## src/hdl/mpq_pkg.sv

```systemverilog
package mpq_pkg;

    localparam int KEY_W  = 16;
    localparam int TAG_W  = 16;
    localparam int STAT_W = 2;
    localparam int FILL_W = 4;

    localparam int DEF_QUEUE_DEPTH = 8;

    // Request codes.
    localparam logic REQ_PUSH = 1'b0;
    localparam logic REQ_POP  = 1'b1;

    // Status codes.
    localparam logic [STAT_W-1:0] ST_OK    = 2'd0;
    localparam logic [STAT_W-1:0] ST_FULL  = 2'd1;
    localparam logic [STAT_W-1:0] ST_EMPTY = 2'd2;

    typedef struct packed {
        logic             req_type;
        logic [KEY_W-1:0] entry_key;
        logic [TAG_W-1:0] entry_tag;
    } t_req;

    typedef struct packed {
        logic              pop_valid;
        logic [KEY_W-1:0]  out_key;
        logic [TAG_W-1:0]  out_tag;
        logic [STAT_W-1:0] status;
        logic [FILL_W-1:0] fill_level;
    } t_res;

    // Handshake status from the engine to the channel logic.
    typedef struct packed {
        logic idle;
        logic done;
    } t_eng_stat;

endpackage

```

## src/hdl/mpq_if.sv

```systemverilog
interface mpq_in_if;
    import mpq_pkg::*;

    logic             valid;
    logic             ready;
    logic             req_type;
    logic [KEY_W-1:0] entry_key;
    logic [TAG_W-1:0] entry_tag;

    modport source (output valid, output req_type, output entry_key, output entry_tag,
                    input ready);
    modport sink (input valid, input req_type, input entry_key, input entry_tag,
                  output ready);
endinterface

interface mpq_out_if;
    import mpq_pkg::*;

    logic              valid;
    logic              ready;
    logic              pop_valid;
    logic [KEY_W-1:0]  out_key;
    logic [TAG_W-1:0]  out_tag;
    logic [STAT_W-1:0] status;
    logic [FILL_W-1:0] fill_level;

    modport source (output valid, output pop_valid, output out_key, output out_tag,
                    output status, output fill_level, input ready);
    modport sink (input valid, input pop_valid, input out_key, input out_tag,
                  input status, input fill_level, output ready);
endinterface

```

## src/hdl/max_priority_queue_core.sv

```systemverilog
// Channel   Dir  Beat payload                                   Accepted when
// i_req     in   req_type, entry_key, entry_tag                 valid && ready
// o_res     out  pop_valid, out_key, out_tag, status, fill_level valid && ready
//
// A push, a refused push and a refused pop go from idle straight to the final step.
// A pop that removes the entry at position k (oldest is 0) first scans all held
// entries and then compacts those above k, through the single read port of the
// entry memory, one entry per cycle.
// Reset is synchronous and active low; it empties the queue, the stored entries
// themselves are not cleared. The input is taken whenever the engine is idle, even
// while a result still waits in the output register; a stalled output holds the
// engine at its final step.
module max_priority_queue_core #(
    parameter int QUEUE_DEPTH = mpq_pkg::DEF_QUEUE_DEPTH
) (
    input  logic      i_clk,
    input  logic      i_rst_n,
    mpq_in_if.sink    i_req,
    mpq_out_if.source o_res
);
    import mpq_pkg::*;

    t_req      w_req;
    t_res      w_eng_res;
    t_eng_stat w_stat;
    logic      w_start;
    logic      w_res_ok;

    // Output register: one result beat parked until the sink takes it.
    logic r_out_valid, n_out_valid;
    t_res r_out;

    assign w_req.req_type  = i_req.req_type;
    assign w_req.entry_key = i_req.entry_key;
    assign w_req.entry_tag = i_req.entry_tag;

    // The engine is ready for a new request whenever it is idle.
    assign i_req.ready = w_stat.idle;
    assign w_start     = i_req.valid && w_stat.idle;

    // The engine may finish only into a free (or freeing) output register.
    assign w_res_ok = !r_out_valid || o_res.ready;

    mpq_engine #(
        .QUEUE_DEPTH(QUEUE_DEPTH)
    ) u_engine (
        .i_clk    (i_clk),
        .i_rst_n  (i_rst_n),
        .i_start  (w_start),
        .i_req    (w_req),
        .i_res_ok (w_res_ok),
        .o_stat   (w_stat),
        .o_res    (w_eng_res)
    );

    assign n_out_valid = (r_out_valid && !o_res.ready) || w_stat.done;

    always_ff @(posedge i_clk) begin
        if (!i_rst_n) begin
            r_out_valid <= 1'b0;
        end else begin
            r_out_valid <= n_out_valid;
        end
    end

    always_ff @(posedge i_clk) begin
        if (w_stat.done) begin
            r_out <= w_eng_res;
        end
    end

    assign o_res.valid      = r_out_valid;
    assign o_res.pop_valid  = r_out.pop_valid;
    assign o_res.out_key    = r_out.out_key;
    assign o_res.out_tag    = r_out.out_tag;
    assign o_res.status     = r_out.status;
    assign o_res.fill_level = r_out.fill_level;

`ifndef NO_ASSERTIONS
    a_no_overrun: assert property (@(posedge i_clk) disable iff (!i_rst_n)
        w_stat.done |-> w_res_ok)
        else $error("result completed into an occupied output register");

    a_refused_empty: assert property (@(posedge i_clk) disable iff (!i_rst_n)
        (r_out_valid && (r_out.status != ST_OK)) |-> !r_out.pop_valid)
        else $error("refused request carries an entry");

    a_busy_after_start: assert property (@(posedge i_clk) disable iff (!i_rst_n)
        w_start |=> !w_stat.idle)
        else $error("engine idle right after accepting a request");
`endif

endmodule

```

## src/hdl/mpq_engine.sv

```systemverilog
module mpq_engine #(
    parameter int QUEUE_DEPTH = mpq_pkg::DEF_QUEUE_DEPTH
) (
    input  logic               i_clk,
    input  logic               i_rst_n,
    input  logic               i_start,
    input  mpq_pkg::t_req      i_req,
    input  logic               i_res_ok,
    output mpq_pkg::t_eng_stat o_stat,
    output mpq_pkg::t_res      o_res
);
    import mpq_pkg::*;

    localparam int CW = $clog2(QUEUE_DEPTH + 1);
    localparam int AW = (QUEUE_DEPTH > 1) ? $clog2(QUEUE_DEPTH) : 1;
    localparam int DW = KEY_W + TAG_W;

    localparam logic [1:0] S_IDLE  = 2'd0;
    localparam logic [1:0] S_SCAN  = 2'd1;
    localparam logic [1:0] S_SHIFT = 2'd2;
    localparam logic [1:0] S_DONE  = 2'd3;

    // Entry memory: key in the upper half, tag in the lower half.
    logic [DW-1:0] mem [QUEUE_DEPTH];

    logic [1:0]       r_state,    n_state;
    logic [CW-1:0]    r_count,    n_count;
    logic [DW-1:0]    r_rd_data;
    logic [CW-1:0]    r_scan_rd,  n_scan_rd;
    logic [CW-1:0]    r_scan_ix,  n_scan_ix;
    logic [KEY_W-1:0] r_best_key, n_best_key;
    logic [TAG_W-1:0] r_best_tag, n_best_tag;
    logic [CW-1:0]    r_best_ix,  n_best_ix;
    logic [CW-1:0]    r_sh,       n_sh;
    logic             r_pend,     n_pend;
    logic [CW-1:0]    r_wr_ix,    n_wr_ix;
    t_res             r_res,      n_res;

    logic             w_rd_en;
    logic [AW-1:0]    w_rd_addr;
    logic             w_wr_en;
    logic [AW-1:0]    w_wr_addr;
    logic [DW-1:0]    w_wr_data;
    logic             w_done;
    logic [KEY_W-1:0] w_rd_key;
    logic [TAG_W-1:0] w_rd_tag;
    logic [CW+FILL_W-1:0] w_cnt_ext;

    assign w_rd_key = r_rd_data[DW-1:TAG_W];
    assign w_rd_tag = r_rd_data[TAG_W-1:0];

    always_comb begin
        n_state    = r_state;
        n_count    = r_count;
        n_scan_rd  = r_scan_rd;
        n_scan_ix  = r_scan_ix;
        n_best_key = r_best_key;
        n_best_tag = r_best_tag;
        n_best_ix  = r_best_ix;
        n_sh       = r_sh;
        n_pend     = r_pend;
        n_wr_ix    = r_wr_ix;
        n_res      = r_res;
        w_rd_en    = 1'b0;
        w_rd_addr  = '0;
        w_wr_en    = 1'b0;
        w_wr_addr  = '0;
        w_wr_data  = '0;
        w_done     = 1'b0;

        unique case (r_state)
            S_IDLE: begin
                if (i_start) begin
                    n_res = '0;
                    if (i_req.req_type == REQ_PUSH) begin
                        if (r_count == CW'(QUEUE_DEPTH)) begin
                            n_res.status = ST_FULL;
                        end else begin
                            w_wr_en   = 1'b1;
                            w_wr_addr = r_count[AW-1:0];
                            w_wr_data = {i_req.entry_key, i_req.entry_tag};
                            n_count   = r_count + 1'b1;
                        end
                        n_state = S_DONE;
                    end else if (r_count == '0) begin
                        n_res.status = ST_EMPTY;
                        n_state      = S_DONE;
                    end else begin
                        w_rd_en   = 1'b1;
                        w_rd_addr = '0;
                        n_scan_rd = CW'(1);
                        n_scan_ix = '0;
                        n_state   = S_SCAN;
                    end
                end
            end
            S_SCAN: begin
                // Strict compare keeps the oldest of equal keys.
                if ((r_scan_ix == '0) || (w_rd_key > r_best_key)) begin
                    n_best_key = w_rd_key;
                    n_best_tag = w_rd_tag;
                    n_best_ix  = r_scan_ix;
                end
                if (r_scan_rd < r_count) begin
                    w_rd_en   = 1'b1;
                    w_rd_addr = r_scan_rd[AW-1:0];
                    n_scan_rd = r_scan_rd + 1'b1;
                end
                n_scan_ix = r_scan_ix + 1'b1;
                if (r_scan_ix == r_count - 1'b1) begin
                    n_sh              = n_best_ix + 1'b1;
                    n_pend            = 1'b0;
                    n_res.pop_valid   = 1'b1;
                    n_res.out_key     = n_best_key;
                    n_res.out_tag     = n_best_tag;
                    n_res.status      = ST_OK;
                    n_state           = S_SHIFT;
                end
            end
            S_SHIFT: begin
                // Read slot r_sh now, write it one place lower next cycle.
                if (r_pend) begin
                    w_wr_en   = 1'b1;
                    w_wr_addr = r_wr_ix[AW-1:0];
                    w_wr_data = r_rd_data;
                end
                if (r_sh < r_count) begin
                    w_rd_en   = 1'b1;
                    w_rd_addr = r_sh[AW-1:0];
                    n_pend    = 1'b1;
                    n_wr_ix   = r_sh - 1'b1;
                    n_sh      = r_sh + 1'b1;
                end else begin
                    n_pend  = 1'b0;
                    n_count = r_count - 1'b1;
                    n_state = S_DONE;
                end
            end
            S_DONE: begin
                if (i_res_ok) begin
                    w_done  = 1'b1;
                    n_state = S_IDLE;
                end
            end
            default: begin
                n_state = S_IDLE;
            end
        endcase
    end

    always_ff @(posedge i_clk) begin
        if (w_rd_en) begin
            r_rd_data <= mem[w_rd_addr];
        end
        if (w_wr_en) begin
            mem[w_wr_addr] <= w_wr_data;
        end
    end

    always_ff @(posedge i_clk) begin
        if (!i_rst_n) begin
            r_state <= S_IDLE;
            r_count <= '0;
            r_pend  <= 1'b0;
        end else begin
            r_state <= n_state;
            r_count <= n_count;
            r_pend  <= n_pend;
        end
    end

    always_ff @(posedge i_clk) begin
        r_scan_rd  <= n_scan_rd;
        r_scan_ix  <= n_scan_ix;
        r_best_key <= n_best_key;
        r_best_tag <= n_best_tag;
        r_best_ix  <= n_best_ix;
        r_sh       <= n_sh;
        r_wr_ix    <= n_wr_ix;
        r_res      <= n_res;
    end

    assign w_cnt_ext = {{FILL_W{1'b0}}, r_count};

    always_comb begin
        o_res            = r_res;
        o_res.fill_level = w_cnt_ext[FILL_W-1:0];
    end

    assign o_stat.idle = (r_state == S_IDLE);
    assign o_stat.done = w_done;

`ifndef NO_ASSERTIONS
    a_count_bound: assert property (@(posedge i_clk) disable iff (!i_rst_n)
        r_count <= CW'(QUEUE_DEPTH))
        else $error("entry count above queue depth");

    a_scan_range: assert property (@(posedge i_clk) disable iff (!i_rst_n)
        (r_state == S_SCAN) |-> (r_scan_ix < r_count))
        else $error("scan index beyond held entries");

    a_pend_shift: assert property (@(posedge i_clk) disable iff (!i_rst_n)
        r_pend |-> (r_state == S_SHIFT))
        else $error("pending write-back outside compaction");

    a_shift_range: assert property (@(posedge i_clk) disable iff (!i_rst_n)
        (r_state == S_SHIFT) |-> (r_sh <= r_count))
        else $error("compaction pointer beyond held entries");
`endif

endmodule
```

## src/flat_wrapper.sv

```systemverilog
// flat-port wrapper written by rule: the top's interface ports become plain ports
module max_priority_queue_core_flat import mpq_pkg::*;
#(
    parameter int QUEUE_DEPTH = mpq_pkg::DEF_QUEUE_DEPTH
)
  (i_clk, i_rst_n, i_req_valid, i_req_req_type, i_req_entry_key, i_req_entry_tag, i_req_ready, o_res_valid, o_res_pop_valid, o_res_out_key, o_res_out_tag, o_res_status, o_res_fill_level, o_res_ready);
  mpq_in_if i_req_i ();
  mpq_out_if o_res_i ();
  input  logic i_clk;
  input  logic i_rst_n;
  input wire logic [$bits(i_req_i.valid)-1:0] i_req_valid;
  input wire logic [$bits(i_req_i.req_type)-1:0] i_req_req_type;
  input wire logic [$bits(i_req_i.entry_key)-1:0] i_req_entry_key;
  input wire logic [$bits(i_req_i.entry_tag)-1:0] i_req_entry_tag;
  output wire logic [$bits(i_req_i.ready)-1:0] i_req_ready;
  output wire logic [$bits(o_res_i.valid)-1:0] o_res_valid;
  output wire logic [$bits(o_res_i.pop_valid)-1:0] o_res_pop_valid;
  output wire logic [$bits(o_res_i.out_key)-1:0] o_res_out_key;
  output wire logic [$bits(o_res_i.out_tag)-1:0] o_res_out_tag;
  output wire logic [$bits(o_res_i.status)-1:0] o_res_status;
  output wire logic [$bits(o_res_i.fill_level)-1:0] o_res_fill_level;
  input wire logic [$bits(o_res_i.ready)-1:0] o_res_ready;
  assign i_req_i.valid = i_req_valid;
  assign i_req_i.req_type = i_req_req_type;
  assign i_req_i.entry_key = i_req_entry_key;
  assign i_req_i.entry_tag = i_req_entry_tag;
  assign i_req_ready = i_req_i.ready;
  assign o_res_valid = o_res_i.valid;
  assign o_res_pop_valid = o_res_i.pop_valid;
  assign o_res_out_key = o_res_i.out_key;
  assign o_res_out_tag = o_res_i.out_tag;
  assign o_res_status = o_res_i.status;
  assign o_res_fill_level = o_res_i.fill_level;
  assign o_res_i.ready = o_res_ready;
  max_priority_queue_core #(.QUEUE_DEPTH(QUEUE_DEPTH)) u_core (.i_clk(i_clk), .i_rst_n(i_rst_n), .i_req(i_req_i), .o_res(o_res_i));
endmodule
```

## config.mk

```make
export PLATFORM = sky130hd
export DESIGN_NAME = max_priority_queue_core_flat
export DESIGN_NICKNAME = d
export VERILOG_FILES = /design/src/hdl/mpq_pkg.sv /design/src/hdl/mpq_if.sv /design/src/hdl/max_priority_queue_core.sv /design/src/hdl/mpq_engine.sv /design/src/flat_wrapper.sv
export SDC_FILE = /design/constraint.sdc
export NUM_CORES = 1
export LEC_CHECK = 0
export BUFFER_PORTS_ARGS = -buffer_cell sky130_fd_sc_hd__buf_2
export CORE_UTILIZATION = 47
export DETAILED_ROUTE_END_ITERATION = 16
export HOLD_SLACK_MARGIN = 0.08
export PLACE_DENSITY = 0.66
export SYNTH_ARGS = -nofsm -noshare
export SYNTH_HDL_FRONTEND = slang
export SYNTH_SLANG_ARGS = --single-unit
```

## constraint.sdc

```tcl
create_clock -name i_clk -period 13.2 [get_ports i_clk]
set_clock_uncertainty 0.1 [all_clocks]
set_input_delay 0.66 -clock i_clk [delete_from_list [all_inputs] [get_ports i_clk]]
set_output_delay 0.66 -clock i_clk [all_outputs]
set_load 0.005 [all_outputs]
```

Word-level counts from Yosys, hierarchy flattened
Memories as Yosys holds them, arrays and structs flattened. A register that Yosys moved wholly into a read port is not among the register bits.
Cells that the tools add are included.
Widths: inputs -> output; s select.
- bitwise operators: 0
- shift-type cells: 0
- eq/ne operators: 15
- $lt $le $gt $ge: 3
- divide/modulo/power cells: 0
- reduce and logical (&&, ||, !) cells: 21
- multiplexer cells: 64
- $add $sub $neg: 7
- multiply operators: 0
- operators with widths (operator ; number):
    $mux 32 ; 4
    $pmux 35 s2 ; 1
    $pmux 32 s2 ; 1
    $mux 4 ; 15
    $mux 39 ; 1
    $mux 35 ; 1
    $mux 16 ; 2
    $pmux 4 s2 ; 4
    $add 4x1->4 const B ; 5
    $mux 3 ; 6
    $ne 2x2->1 const B ; 9
    $gt 16x16->1 ; 1
    $mux 2 ; 8
    $mux 1 ; 15
    $pmux 3 s2 ; 2
    $reduce_and 5->1 ; 2
    $logic_not 4->1 ; 2
    $lt 4x4->1 ; 2
    $pmux 2 s4 ; 1
    $reduce_and 4->1 ; 2
    $reduce_and 3->1 ; 2
    $reduce_bool 2->1 ; 3
    $eq 2x2->1 const B ; 2
    $eq 4x4->1 ; 1
    other kinds (12) ; 18
- bits of input ports: 37
- latch bits: 0
- register bits after elaboration: 133
- memory bits (writable): 256
- logic and storage cells: 131
- ROM bits: 0
- memories: 1
- output and inout port bits: 41
- memories (name ; words ; bits a word ; rd ports ; clocked after Yosys merged registers in ; wr ports ; line ; source):
    u_core.u_engine.mem ; 8 ; 32 ; 1 ; 1 ; 1 ; mpq_engine.sv:24 ; logic [DW-1:0] mem [QUEUE_DEPTH];

Logic depth before layout (Yosys ltp)
Gate-level depths: netlist of run 1.
- depth after elaboration: 7
- depth in mapped cells: 12
- gate-level depth less buffers: 11

Hierarchy
From an unflattened synthesis of run 1, not the netlist that was laid out.
- cells, all modules: 1162
- area total of the unflattened synthesis: 17347.9 sq um
- modules (own cells, without submodules) (module ; seq. area each (sq um) ; area each (sq um) ; instances ; cells each):
    mpq_engine ; 11370.9 ; 16121.7 ; 1 ; 1118
    max_priority_queue_core ; 1191.1 ; 1226.2 ; 1 ; 44

Worst setup path before layout of run 1
Ideal clock, no wire load.
- path kind: register to register
- from: register u_core.u_engine.r_state[1]
- to: register u_core.u_engine.r_res, in the netlist u_core.u_engine.o_res[10] (enable)
- stages on the path, launching flop included: 6
- data required time: 12.661 ns
- path buffers: 1
- arrival time: 3.642 ns
- slack: 9.019 ns
- cells stage by stage: dfxtp_1 -> inv_1 -> ha_1 -> clkbuf_1 -> nand2b_1 -> a21oi_1
- cells in the longest elaborated chain, start to end: 4
- ends and longest elaborated chain (what ; line ; source):
    start: declaration ; mpq_engine.sv:26 ; logic [1:0] r_state, n_state;
    start signal: assignment ; mpq_engine.sv:166 ; r_state <= n_state;
    $logic_not 2->1 ; mpq_engine.sv:71, mpq_engine.sv:190 ;
    $logic_and 1x1->1 ; max_priority_queue_core.sv:39 ; assign w_start = i_req.valid && w_stat.idle;
    $ne 2x1->1 (no source line) ; -- ;
    $reduce_and 3->1 (no source line) (*) ; -- ;
    end signal: assignment ; mpq_engine.sv:180 ; r_res <= n_res;
    end: declaration ; mpq_engine.sv:37 ; t_res r_res, n_res;
Mark *: on every way between the ends. The rest lies on a longest branch, timed or not.
A chain may end at the register's enable or synchronous reset.

Worst setup path after layout of run 1
- from: register u_core.u_engine.r_state[1]
- to: register u_core.u_engine.r_rd_data[29] (read register of u_core.u_engine.mem), data pin
- cells in the longest elaborated chain, start to end: 4
- ends and longest elaborated chain (what ; line ; source):
    $logic_not 2->1 ; mpq_engine.sv:71, mpq_engine.sv:190 ;
    $logic_and 1x1->1 ; max_priority_queue_core.sv:39 ;
    $mux 1 ; mpq_engine.sv:73 ; if (i_start) begin
    $pmux 1 s3 ; mpq_engine.sv:71 ; unique case (r_state)
    end: declaration ; mpq_engine.sv:28 ; logic [DW-1:0] r_rd_data;
Parallel ways exist; a longest one is shown, timed or not.

==> results of run 1 <==
## cells in the mapped netlist (all sizes together), types with 5 or more instances
library cell / number / area share, %
a21oi: 15 / 0.42
a221oi: 32 / 2.7
a22o: 65 / 3.2
and2: 43 / 1.5
buf: 32 / 1.4
clkbuf: 22 / 0.46
dfxtp: 8 / 0.90
edfxtp: 413 / 70
ha: 33 / 2.3
inv: 32 / 0.68
mux2: 36 / 2.3
mux2i: 130 / 7.3
nand2: 24 / 0.51
nand2b: 70 / 2.5
nand3: 6 / 0.17
nor2: 24 / 0.56
nor2b: 6 / 0.21
nor3: 5 / 0.14
o211ai: 6 / 0.25
o21a: 5 / 0.21
o21ai: 11 / 0.33
xnor2: 11 / 0.54
xor2: 5 / 0.25
## logic make-up after synthesis
group                      Yosys count  synth area share [%]
AOI/OAI and AO/OA                  154                  8.21
xor gates and xnor gates            16                 0.788
adders and majority gates           33                  2.32
buffers and inverters               86                  2.49
DFF                                421                  70.6
muxes                              166                  9.60
and+or+nand+nor                    187                  5.95
## where the power goes
group          internal, W  switching (W)  total [W]  leakage, nW
Sequential         0.00183       0.000126    0.00195         3.90
Combinational     0.000422       0.000666    0.00109         2.02
Clock             0.000663       0.000488    0.00115        0.648
## final timing paths
check	depth (start not counted)	startpoint	end
setup / recovery	10	u_core.u_engine.r_state[1]$_SDFFE_PN0P_	u_core.u_engine.r_rd_data[29]$_DFFE_PP_
hold / removal	0	u_core.u_engine.o_res[35]$_SDFFCE_PN0P_	u_core.o_res.out_key[13]$_DFFE_PP_
setup reg to reg	10	u_core.u_engine.r_state[1]$_SDFFE_PN0P_	u_core.u_engine.r_rd_data[29]$_DFFE_PP_
hold reg to reg	0	u_core.u_engine.o_res[35]$_SDFFCE_PN0P_	u_core.o_res.out_key[13]$_DFFE_PP_
## state kept, by name (all words and copies together) (netlist names)
name,count
u_core.u_engine.mem,256
u_core.u_engine.o_res,35
u_core.u_engine.r_rd_data,32
u_core.o_res.out_key,16
u_core.o_res.out_tag,16
u_core.u_engine.r_best_key,16
u_core.u_engine.r_best_tag,16
u_core.o_res.fill_level,4
u_core.u_engine.r_best_ix,4
u_core.u_engine.r_count,4
u_core.u_engine.r_scan_ix,4
u_core.u_engine.r_scan_rd,4
u_core.u_engine.r_sh,4
u_core.u_engine.r_wr_ix,3
u_core.o_res.status,2
u_core.u_engine.r_state,2
u_core.o_res.pop_valid,1
u_core.o_res.valid,1
u_core.u_engine.r_pend,1
## placed cells by master, fill, tap and decap left out, types with 3 or more instances in the layout
cell                          n
sky130_fd_sc_hd__a21oi_1     13
sky130_fd_sc_hd__a221oi_2    32
sky130_fd_sc_hd__a22o_1      65
sky130_fd_sc_hd__a22oi_1      3
sky130_fd_sc_hd__and2_1      42
sky130_fd_sc_hd__buf_2       77
sky130_fd_sc_hd__buf_4       18
sky130_fd_sc_hd__bufinv_16    3
sky130_fd_sc_hd__clkbuf_1    11
sky130_fd_sc_hd__clkbuf_16   43
sky130_fd_sc_hd__clkinv_1     9
sky130_fd_sc_hd__clkinv_2     4
sky130_fd_sc_hd__dfxtp_1      8
sky130_fd_sc_hd__edfxtp_1   413
sky130_fd_sc_hd__ha_1        31
sky130_fd_sc_hd__inv_1       32
sky130_fd_sc_hd__mux2_1      33
sky130_fd_sc_hd__mux2_2       3
sky130_fd_sc_hd__mux2i_1    130
sky130_fd_sc_hd__nand2_1     24
sky130_fd_sc_hd__nand2b_1    69
sky130_fd_sc_hd__nand3_1      6
sky130_fd_sc_hd__nand4_1      4
sky130_fd_sc_hd__nor2_1      14
sky130_fd_sc_hd__nor2_4      10
sky130_fd_sc_hd__nor2b_1      4
sky130_fd_sc_hd__nor3_1       5
sky130_fd_sc_hd__o211ai_1     6
sky130_fd_sc_hd__o21a_1       5
sky130_fd_sc_hd__o21ai_0      8
sky130_fd_sc_hd__xnor2_1     11
sky130_fd_sc_hd__xor2_1       5
## final cells by class
type,instances,share of cell area (%)
flip-flops and latches,421,62.6
multi-input cells,556,24.5
clock buffers,54,5.56
well taps,504,3.14
repair buffers,95,2.59
clock inverters,23,1.10
inverters,32,0.598
## routing by layer
| metal | wire length [um] | up-vias | global-route usage (%) |
|---|---|---|---|
| li1 | - | 4304 | - |
| met5 | 0 | - | 0 |
| met2 | 16300 | 279 | 29.7 |
| met1 | 15700 | 4533 | 26.1 |
| met3 | 1990 | 56 | 2.93 |
| met4 | 813 | 0 | 5.44 |
## metrics by stage
step	worst slack (ps)	std cells
finish	8930	1685
global route	8600	1685
CTS	8830	1685
detailed placement	8840	1608
global placement	8970	1608
floorplan	9020	1063
==> metrics.md, run 1 <==
| Metric | Value |
|---|---|
| Result of the run | finished clean |
| Transition at the pin with the smallest max-transition slack | 1220 ps |
| Class of the most critical setup path | register to register |
| Per-cell via count in the routed design | 5.44 |
| Share of post-route cells with drive strength above 1 | 18.0% |
| Peak fanout along the critical path | 87 |
| Layout area overhead | 12.9% |
| Clock buffer count from CTS | 42 |
| Die X-Extent | 197 um |
| Final hold violation count | 0 |
| Critical Path RT | 13460 ps |
| Nets | 1218 |
| Worst path top cell family by delay | buffers and inverters |
| Lkg Pwr | 6.58 nW |
| Cells traversed along the worst timing path | inv_1, ha_2, buf_4, o211ai_1, a21boi_4, buf_4, nor2b_2, buf_4, a22o_1, a221oi_2 |
| Total I/O pin count | 78 |
| Proportion of synthesized chip area in sequential cells | 70.6% |
| Number of distinct library cells after synthesis | 51 |
| Crit share post-route | 32.4% |
| Signal arrival time at the worst endpoint | 4530 ps |
| Bufs and invs on worst path | 4 |
| Final Wtd Congestion | 0.821 |
| Largest net degree at the start of global routing | 88 |
| Routed wire length per instance | 20.7 um |
| Number of buffer cells added on primary ports | 77 |
| Setup bufs post-CTS | 0 |
| Die Footprint | 38600 um2 |
| Post-cts hold buffer count | 0 |
| Pins Over Slew Limit | 0 |
| Post-route ant nets | 0 |
| Clk sink count | 421 |
| Overall overflow remaining after global route | 0 |
| Worst setup EP type | register |
| Post-cts repair resize count | 0 |
| Library cell appearing most often on the critical path | sky130_fd_sc_hd__buf_4 |
| Slew Limit Headroom | 17.8% |
| Number of DRC violations after detailed-routing iteration 0 | 757 |
| Aggregate global-route resource usage | 18.5% |
| Largest stage delay on the critical path | 820 ps |
| Cell with the largest stage delay on the worst path | sky130_fd_sc_hd__buf_4 |
| Wire length after detailed routing | 34800 um |
| Register cell area after layout | 12600 um2 |
| Worst-case vdd ir drop | 137 uV |
| # Max-Cap Violations | 0 |
| Combined area of the multi-input logic cells | 4910 um2 |
| Core Region | 37000 um2 |
| Synth Net Count | 1133 |
| Number of DRC violations after detailed routing | 0 |
| Antenna Cells | 0 |
| Number of enable-type register cells in the synthesized netlist | 413 |
| Accumulated negative setup slack | 0 ps |
| Unrepaired setup endpoints after global routing | false |
| Std-Cell Rows | 70 |
| Initial core utilization | 48.1% |
| Via count of the routed design | 9172 |
| CTS tree | yes |
| Dominant register cell in the synthesized netlist | sky130_fd_sc_hd__edfxtp_1 |
| Finish-stage setup viols | 0 |
| Total power of the final layout | 0.00419 W |
| Area of all placed cells without fillers | 20100 um2 |
| Power density normalized to cell area | 209 nW/um2 |
| R2R setup slack | 8930 ps |
| First-pass detailed-route iteration total | 7 |
| Insertion delay of the later-clocked pin in the worst-skew pair | 550 ps |
| Critical path launch point type | register |
| Average cell area after synthesis | 16.7 um2 |
| Final Core Density | 54.3% |
| Via count of the first global-routing pass | 9049 |
| Number of cells produced by synthesis | 1063 |
| Share of synthesized flip-flops with an asynchronous set or reset | 0% |
| Global-route wire length before repair | 54000 um |
| Clock slew at reported path FFs | 60 ps |
| Post-Syn Area | 17800 um2 |
| Height of the chip | 197 um |
| Number of antenna violations at the first check in global routing | 4 |
| Flip-flop and latch count after synthesis | 421 |
| Classification of the worst-slack hold path | register to register |
| Fillcell total | 2931 |
| FMAX | 234 MHz |
| Total cell area at the placement stage | 18700 um2 |
| H-tree depth | 2 |
| Worst-case clock buffer depth | 3 |
| CTS root buf | sky130_fd_sc_hd__clkbuf_16 |
| Final HPWL from detailed placement | 20000 um |
| YS warnings | 0 |
| Hold Worst Slack | 317 ps |
| Min Clock Period, post-route | 4270 ps |
No activity file was read; power rests on OpenSTA's default activity.
==> inputs of run 2 (changes only) <==
clock period = 4.2 ns   (was 13.2 ns; I/O delays follow)
==> run 2 against run 1 <==
Compared with the run above:
- cell area is 2.1% higher
- maximum frequency rose by 24%
- sequential power increased to 3.1 times the previous value
- first-iteration DRC count fell by 4.4%
- clock-buffer cell count shrank 2
- non-clock buffer count rose by 32
- critical path type unchanged
- largest cell class unchanged
- highest routed layer is now met5
==> metrics.md, run 2 (synthesized netlist as in run 1, its figures left out) <==
| Metric | Value |
|---|---|
| Largest net degree at the start of global routing | 85 |
| Result of the run | finished clean |
| Commonest cells after routing, fill and taps aside | 413 x sky130_fd_sc_hd__edfxtp_1, 130 x sky130_fd_sc_hd__mux2i_1, 77 x sky130_fd_sc_hd__buf_2, 69 x sky130_fd_sc_hd__nand2b_1, 65 x sky130_fd_sc_hd__a22o_1 |
| Classification of the worst-slack hold path | input port to register |
| # Max-Cap Violations | 0 |
| Nets | 1250 |
| Worst setup EP type | register |
| Core Region | 37000 um2 |
| Fillcell total | 2858 |
| Share of post-route cells with drive strength above 1 | 18.7% |
| Setup bufs post-CTS | 0 |
| Signal arrival time at the worst endpoint | 3650 ps |
| Die Footprint | 38600 um2 |
| Insertion delay of the later-clocked pin in the worst-skew pair | 550 ps |
| Final Core Density | 55.5% |
| R2r worst-path depth | 10 |
| Die X-Extent | 197 um |
| Transition at the pin with the smallest max-transition slack | 1130 ps |
| Layout area overhead | 15.3% |
| Unrepaired setup endpoints after global routing | false |
| Worst-case vdd ir drop | 356 uV |
| Pins Over Slew Limit | 0 |
| Crit share post-route | 82.3% |
| Number of antenna violations at the first check in global routing | 5 |
| Clk sink count | 421 |
| Register containing the most flip-flops in the final layout | u_core.u_engine.mem |
| Post-cts repair resize count | 0 |
| Class of the most critical setup path | register to register |
| H-tree depth | 2 |
| Total power of the final layout | 0.0134 W |
| Worst-case clock buffer depth | 3 |
| Final HPWL from detailed placement | 21100 um |
| Final hold violation count | 0 |
| Number of buffer cells added on primary ports | 77 |
| Critical path launch point type | register |
| Height of the chip | 197 um |
| Min-Delay Endpoint | u_core.u_engine.mem[6][24]$_DFFE_PP_ |
| Wire length after detailed routing | 34700 um |
| Worst setup slack after layout | 742 ps |
| Initial core utilization | 48.1% |
| Launch instance of the worst min-delay path | i_req_entry_key[8] |
| Per-cell via count in the routed design | 5.38 |
| Clock slew at reported path FFs | 60 ps |
| CTS root buf | sky130_fd_sc_hd__clkbuf_16 |
| Global-route wire length before repair | 53700 um |
| Critical Path RT | 4390 ps |
| Max reg flops | 256 |
| Min Clock Period, post-route | 3460 ps |
| CTS tree | yes |
| Total I/O pin count | 78 |
| Accumulated negative setup slack | 0 ps |
| R2R setup slack | 740 ps |
| Finish-stage setup viols | 0 |
| Cell depth of the worst min-delay path | 2 |
| Aggregate global-route resource usage | 18.4% |
| Number of DRC violations after detailed routing | 0 |
| FMAX | 289 MHz |
| Std-Cell Rows | 70 |
| Via count of the routed design | 9251 |
| First-pass detailed-route iteration total | 5 |
| Post-route ant nets | 0 |
| Number of DRC violations after detailed-routing iteration 0 | 724 |
| Clock buffer count from CTS | 42 |
| Reg-to-reg startpoint | u_core.u_engine.r_count[2]$_SDFFE_PN0P_ |
| Via count of the first global-routing pass | 9265 |
| Post-Place Worst Slack | 745 ps |
| Slew Limit Headroom | 23.6% |
| Hold Worst Slack | 93.5 ps |
| Routed wire length per instance | 20.2 um |
| Leading cell type in the layout, fill and taps excluded | sky130_fd_sc_hd__edfxtp_1 |
| Power density normalized to cell area | 654 nW/um2 |
| Peak fanout along the critical path | 14 |
| Lkg Pwr | 6.77 nW |
| Overall overflow remaining after global route | 0 |
| Post-cts hold buffer count | 20 |
| Final Wtd Congestion | 0.844 |
| Terminus of the critical flop-to-flop path | u_core.u_engine.r_rd_data[29]$_DFFE_PP_ |
[run 2: final cells by class]
class	instances	area (um2)	area share, %
Sequential cell	421	12600	61.3
Multi-Input combinational cell	556	4910	24.0
Clock buffer	52	1110	5.41
Timing Repair Buffer	127	886	4.32
Antenna cell	2	5.00	0.0244
Inverter	32	120	0.586
Clock inverter	25	277	1.35
Tap cell	504	631	3.08
[run 2: worst max path at each step]
stage | from | to | slack [ps] | cells after the start
detailed placement | u_core.u_engine.r_count[2]$_SDFFE_PN0P_ | u_core.u_engine.r_rd_data[29]$_DFFE_PP_ | 740 | 10
floorplan | u_core.u_engine.r_state[1]$_SDFFE_PN0P_ | u_core.u_engine.o_res[10]$_SDFFCE_PN0P_ | 20 | 5
global placement | u_core.u_engine.r_count[1]$_SDFFE_PN0P_ | u_core.u_engine.r_rd_data[29]$_DFFE_PP_ | 830 | 9
finish | u_core.u_engine.r_count[2]$_SDFFE_PN0P_ | u_core.u_engine.r_rd_data[29]$_DFFE_PP_ | 740 | 10
CTS | u_core.u_engine.r_count[2]$_SDFFE_PN0P_ | u_core.u_engine.r_rd_data[17]$_DFFE_PP_ | 720 | 10
global route | u_core.u_engine.r_count[2]$_SDFFE_PN0P_ | u_core.u_engine.r_rd_data[29]$_DFFE_PP_ | 520 | 10
[run 2: critical path: stages, from the launching register on]
cell,delay (ps)
sky130_fd_sc_hd__dfxtp_1,500
sky130_fd_sc_hd__inv_1,160
sky130_fd_sc_hd__ha_1,320
sky130_fd_sc_hd__o21a_1,170
sky130_fd_sc_hd__nor2_1,230
sky130_fd_sc_hd__o211ai_1,150
sky130_fd_sc_hd__a21boi_2,340
sky130_fd_sc_hd__nor2b_2,630
sky130_fd_sc_hd__buf_4,360
sky130_fd_sc_hd__a22o_1,210
sky130_fd_sc_hd__a221oi_2,40
[run 2: power by group]
part | internal [W] | switching, W | total, W
Clock | 0.00220 | 0.00155 | 0.00374
Sequential | 0.00574 | 0.000380 | 0.00612
Combinational | 0.00142 | 0.00212 | 0.00354
[run 2: through the flow]
| stage | instances | area (um2) |
|---|---|---|
| 2_1_floorplan | 1063 | 17800 |
| 3_3_place_gp | 1620 | 18900 |
| 3_5_place_dp | 1620 | 18900 |
| 4_1_cts | 1717 | 20500 |
| 5_1_grt | 1718 | 20500 |
| 6_report | 1719 | 20500 |
[run 2: per-layer routing]
layer  routed length [um]  GRT usage (%)  up-vias
met5                   12              0        -
met4                  649           5.12        2
met3                 2040           4.26       46
met2                16300           29.7      238
met1                15700           25.1     4601
li1                     -              -     4364
==> inputs of run 3 (changes only) <==
ABC_AREA = 1   (was not set)
PLACE_DENSITY = 0.68   (was 0.66)
clock period = 3.1 ns   (was 4.2 ns; I/O delays follow)
==> run 3 against run 2 <==
Compared with the run above:
- wire length rose by 21%
- die area rose by 4.5%
- clock-buffer cell count fell by 1
- sequential power rose by 36%
- final cell count rose by 34%
==> metrics.md, run 3 <==
| Metric | Value |
|---|---|
| Result of the run | finished clean |
| Lkg Pwr | 8.30 nW |
| Largest net degree at the start of global routing | 76 |
| # Max-Cap Violations | 0 |
| Aggregate global-route resource usage | 20.9% |
| Share of synthesized flip-flops with an asynchronous set or reset | 0% |
| Via count of the first global-routing pass | 12000 |
| Total cell area at the placement stage | 20000 um2 |
| Leading cell types by total area after synthesis | sky130_fd_sc_hd__edfxtp_1 67%, sky130_fd_sc_hd__nand2_1 6.5%, sky130_fd_sc_hd__nand3b_1 5.2% |
| Dominant register cell in the synthesized netlist | sky130_fd_sc_hd__edfxtp_1 |
| Area of all placed cells without fillers | 21600 um2 |
| Critical Path RT | 3280 ps |
| Layout area overhead | 16.1% |
| Die X-Extent | 201 um |
| Transition at the pin with the smallest max-transition slack | 1080 ps |
| Flip-flop and latch count after synthesis | 421 |
| Filler-free cell count of the finished design | 2297 |
| Setup bufs post-CTS | 0 |
| Clock buffer count from CTS | 41 |
| FMAX | 347 MHz |
| Number of distinct library cells after synthesis | 38 |
| Most repeated cell in the gate-level netlist after synthesis | sky130_fd_sc_hd__edfxtp_1 |
| Slew Limit Headroom | 27.4% |
| YS warnings | 0 |
| Insertion delay of the later-clocked pin in the worst-skew pair | 550 ps |
| CTS tree | yes |
| Max reg flops | 256 |
| Post-Place Worst Slack | 187 ps |
| Clock slew at reported path FFs | 60 ps |
| Final Core Density | 55.6% |
| Number of antenna violations at the first check in global routing | 0 |
| Share of post-route cells with drive strength above 1 | 12.9% |
| Wire length after detailed routing | 41800 um |
| Classification of the worst-slack hold path | input port to register |
| CTS root buf | sky130_fd_sc_hd__clkbuf_16 |
| Leading area contributor after synthesis | sky130_fd_sc_hd__edfxtp_1 |
| Routed wire length per instance | 18.2 um |
| Signal arrival time at the worst endpoint | 3060 ps |
| Placed cell count | 2201 |
| Final hold violation count | 0 |
| Per-cell via count in the routed design | 5.32 |
| Number of DRC violations after detailed routing | 0 |
| Peak fanout along the critical path | 38 |
| Final Wtd Congestion | 0.881 |
| Number of DRC violations after detailed-routing iteration 0 | 1148 |
| Crit share post-route | 93.0% |
| Std-Cell Rows | 72 |
| Commonest cells after routing, fill and taps aside | 413 x sky130_fd_sc_hd__edfxtp_1, 323 x sky130_fd_sc_hd__nand2_1, 185 x sky130_fd_sc_hd__inv_1, 130 x sky130_fd_sc_hd__nand3b_1, 117 x sky130_fd_sc_hd__nand3_1 |
| Number of buffer cells added on primary ports | 77 |
| Proportion of synthesized chip area in sequential cells | 67.6% |
| Register containing the most flip-flops in the final layout | u_core.u_engine.mem |
| Clk sink count | 421 |
| Class of the most critical setup path | register to register |
| Antenna Cells | 0 |
| Worst setup slack after layout | 215 ps |
| Core Region | 38800 um2 |
| Nets | 1818 |
| Share of the synthesized area in the top cell type | 66.7% |
| Pins Over Slew Limit | 0 |
| Synth Net Count | 1698 |
| Number of enable-type register cells in the synthesized netlist | 413 |
| Fillcell total | 3133 |
| H-tree depth | 2 |
| Die Footprint | 40400 um2 |
| Post-route ant nets | 0 |
| Number of cells produced by synthesis | 1628 |
| Overall overflow remaining after global route | 0 |
| Height of the chip | 201 um |
| Via count of the routed design | 12200 |
| Unrepaired setup endpoints after global routing | false |
| Worst-case clock buffer depth | 3 |
| Total I/O pin count | 78 |
| Global-route wire length before repair | 66000 um |
| Worst setup EP type | register |
| Critical path launch point type | register |
| Final HPWL from detailed placement | 24900 um |
| Average cell area after synthesis | 11.4 um2 |
| Leading cell type in the layout, fill and taps excluded | sky130_fd_sc_hd__edfxtp_1 |
| Finish-stage setup viols | 0 |
| Power density normalized to cell area | 913 nW/um2 |
| First-pass detailed-route iteration total | 7 |
| Min Clock Period, post-route | 2880 ps |
| Initial core utilization | 47.9% |
| Post-Syn Area | 18600 um2 |
| Worst-case vdd ir drop | 594 uV |
| Cell types with the highest counts after synthesis | 413 x sky130_fd_sc_hd__edfxtp_1, 324 x sky130_fd_sc_hd__nand2_1, 185 x sky130_fd_sc_hd__inv_1 |
-- run 3: changes by cell type in the layout (fill, tap and decap cells not counted), sizes merged, moves of 42 or more --
cell and change:
o21ai +134, mux2i -130, nand2b -70, a22o -65, nand3 +112, a21oi +70
nand2 +303, nand3b +130, inv +159, and2 -42
-- run 3: through the flow --
stage | hold WS (ps) | TNS [ps] | total power, W
6_report | 118 | 0 | 0.0197
5_1_grt | 113 | 0 | 0.0208
4_1_cts | 85.0 | 0 | 0.0197
3_5_place_dp | 305 | 0 | 0.0146
3_3_place_gp | 301 | 0 | 0.0144
2_1_floorplan | 184 | -13000 | 0.0126
-- run 3: kinds of logic (layout without fill, tap and decap cells) --
logic type | Yosys count | count (layout) | synth area share, %
simple gates | 644 | 644 | 16.8
flops | 421 | 421 | 67.6
buf+inv | 280 | 431 | 6.28
compound gates | 237 | 237 | 6.53
fa+ha+maj | 33 | 33 | 2.22
xor+xnor | 13 | 13 | 0.612
-- run 3: per-layer routing --
metal | vias up | GRT usage [%] | part of all wire, %
li1 | 5859 | - | -
met1 | 5843 | 29.2 | 44
met2 | 446 | 34.6 | 47
met3 | 61 | 2.58 | 7.0
met4 | 0 | 5.53 | 2.0
met5 | - | 0 | 0
-- run 3: final cells by class --
| type | instances | area (um2) | share of cell area (%) |
|---|---|---|---|
| Timing Repair Buffer | 168 | 1320 | 6.13 |
| Sequential cell | 421 | 12600 | 58.2 |
| Multi-Input combinational cell | 927 | 4960 | 23.0 |
| Clock inverter | 23 | 309 | 1.43 |
| Tap cell | 518 | 648 | 3.00 |
| Clock buffer | 51 | 1060 | 4.93 |
| Inverter | 189 | 709 | 3.29 |
-- run 3: worst paths after layout --
check | cells past startpoint | endpoint | from | slack (ps)
worst max-delay path | 13 | u_core.u_engine.r_rd_data[29]$_DFFE_PP_ | u_core.u_engine.r_count[3]$_SDFFE_PN0P_ | 220
worst min-delay path | 4 | u_core.u_engine.mem[0][31]$_DFFE_PP_ | i_req_entry_key[15] | 120
worst max register to register | 13 | u_core.u_engine.r_rd_data[29]$_DFFE_PP_ | u_core.u_engine.r_count[3]$_SDFFE_PN0P_ | 220
worst min register to register | 0 | u_core.o_res.out_tag[6]$_DFFE_PP_ | u_core.u_engine.o_res[12]$_SDFFCE_PN0P_ | 320
-- run 3: worst max-delay path, stage by stage (launching register included) --
cell,delay (ps)
sky130_fd_sc_hd__dfxtp_1,450
sky130_fd_sc_hd__inv_1,130
sky130_fd_sc_hd__ha_1,350
sky130_fd_sc_hd__a21oi_2,200
sky130_fd_sc_hd__nand2_4,110
sky130_fd_sc_hd__nor2_8,160
sky130_fd_sc_hd__nand2_1,110
sky130_fd_sc_hd__a21oi_4,280
sky130_fd_sc_hd__inv_2,60
sky130_fd_sc_hd__buf_4,290
sky130_fd_sc_hd__nand3_1,150
sky130_fd_sc_hd__o21ai_1,70
sky130_fd_sc_hd__nand2_1,70
sky130_fd_sc_hd__nand2_1,80
-- run 3: timing repair --
action / in CTS / in global routing
hold buffers: 22 / 0
hold endpoints to repair: 155 / 0
endpoints found under the setup margin: 0 / 15
resized for setup: 0 / 1
-- run 3: where the power goes --
part | total [W] | internal (W) | leakage, nW | switching (W)
registers | 0.00835 | 0.00796 | 3.89 | 0.000393
logic | 0.00623 | 0.00184 | 3.74 | 0.00439
clock network | 0.00511 | 0.00304 | 0.662 | 0.00207
total | 0.0197 | 0.0128 | 8.30 | 0.00685
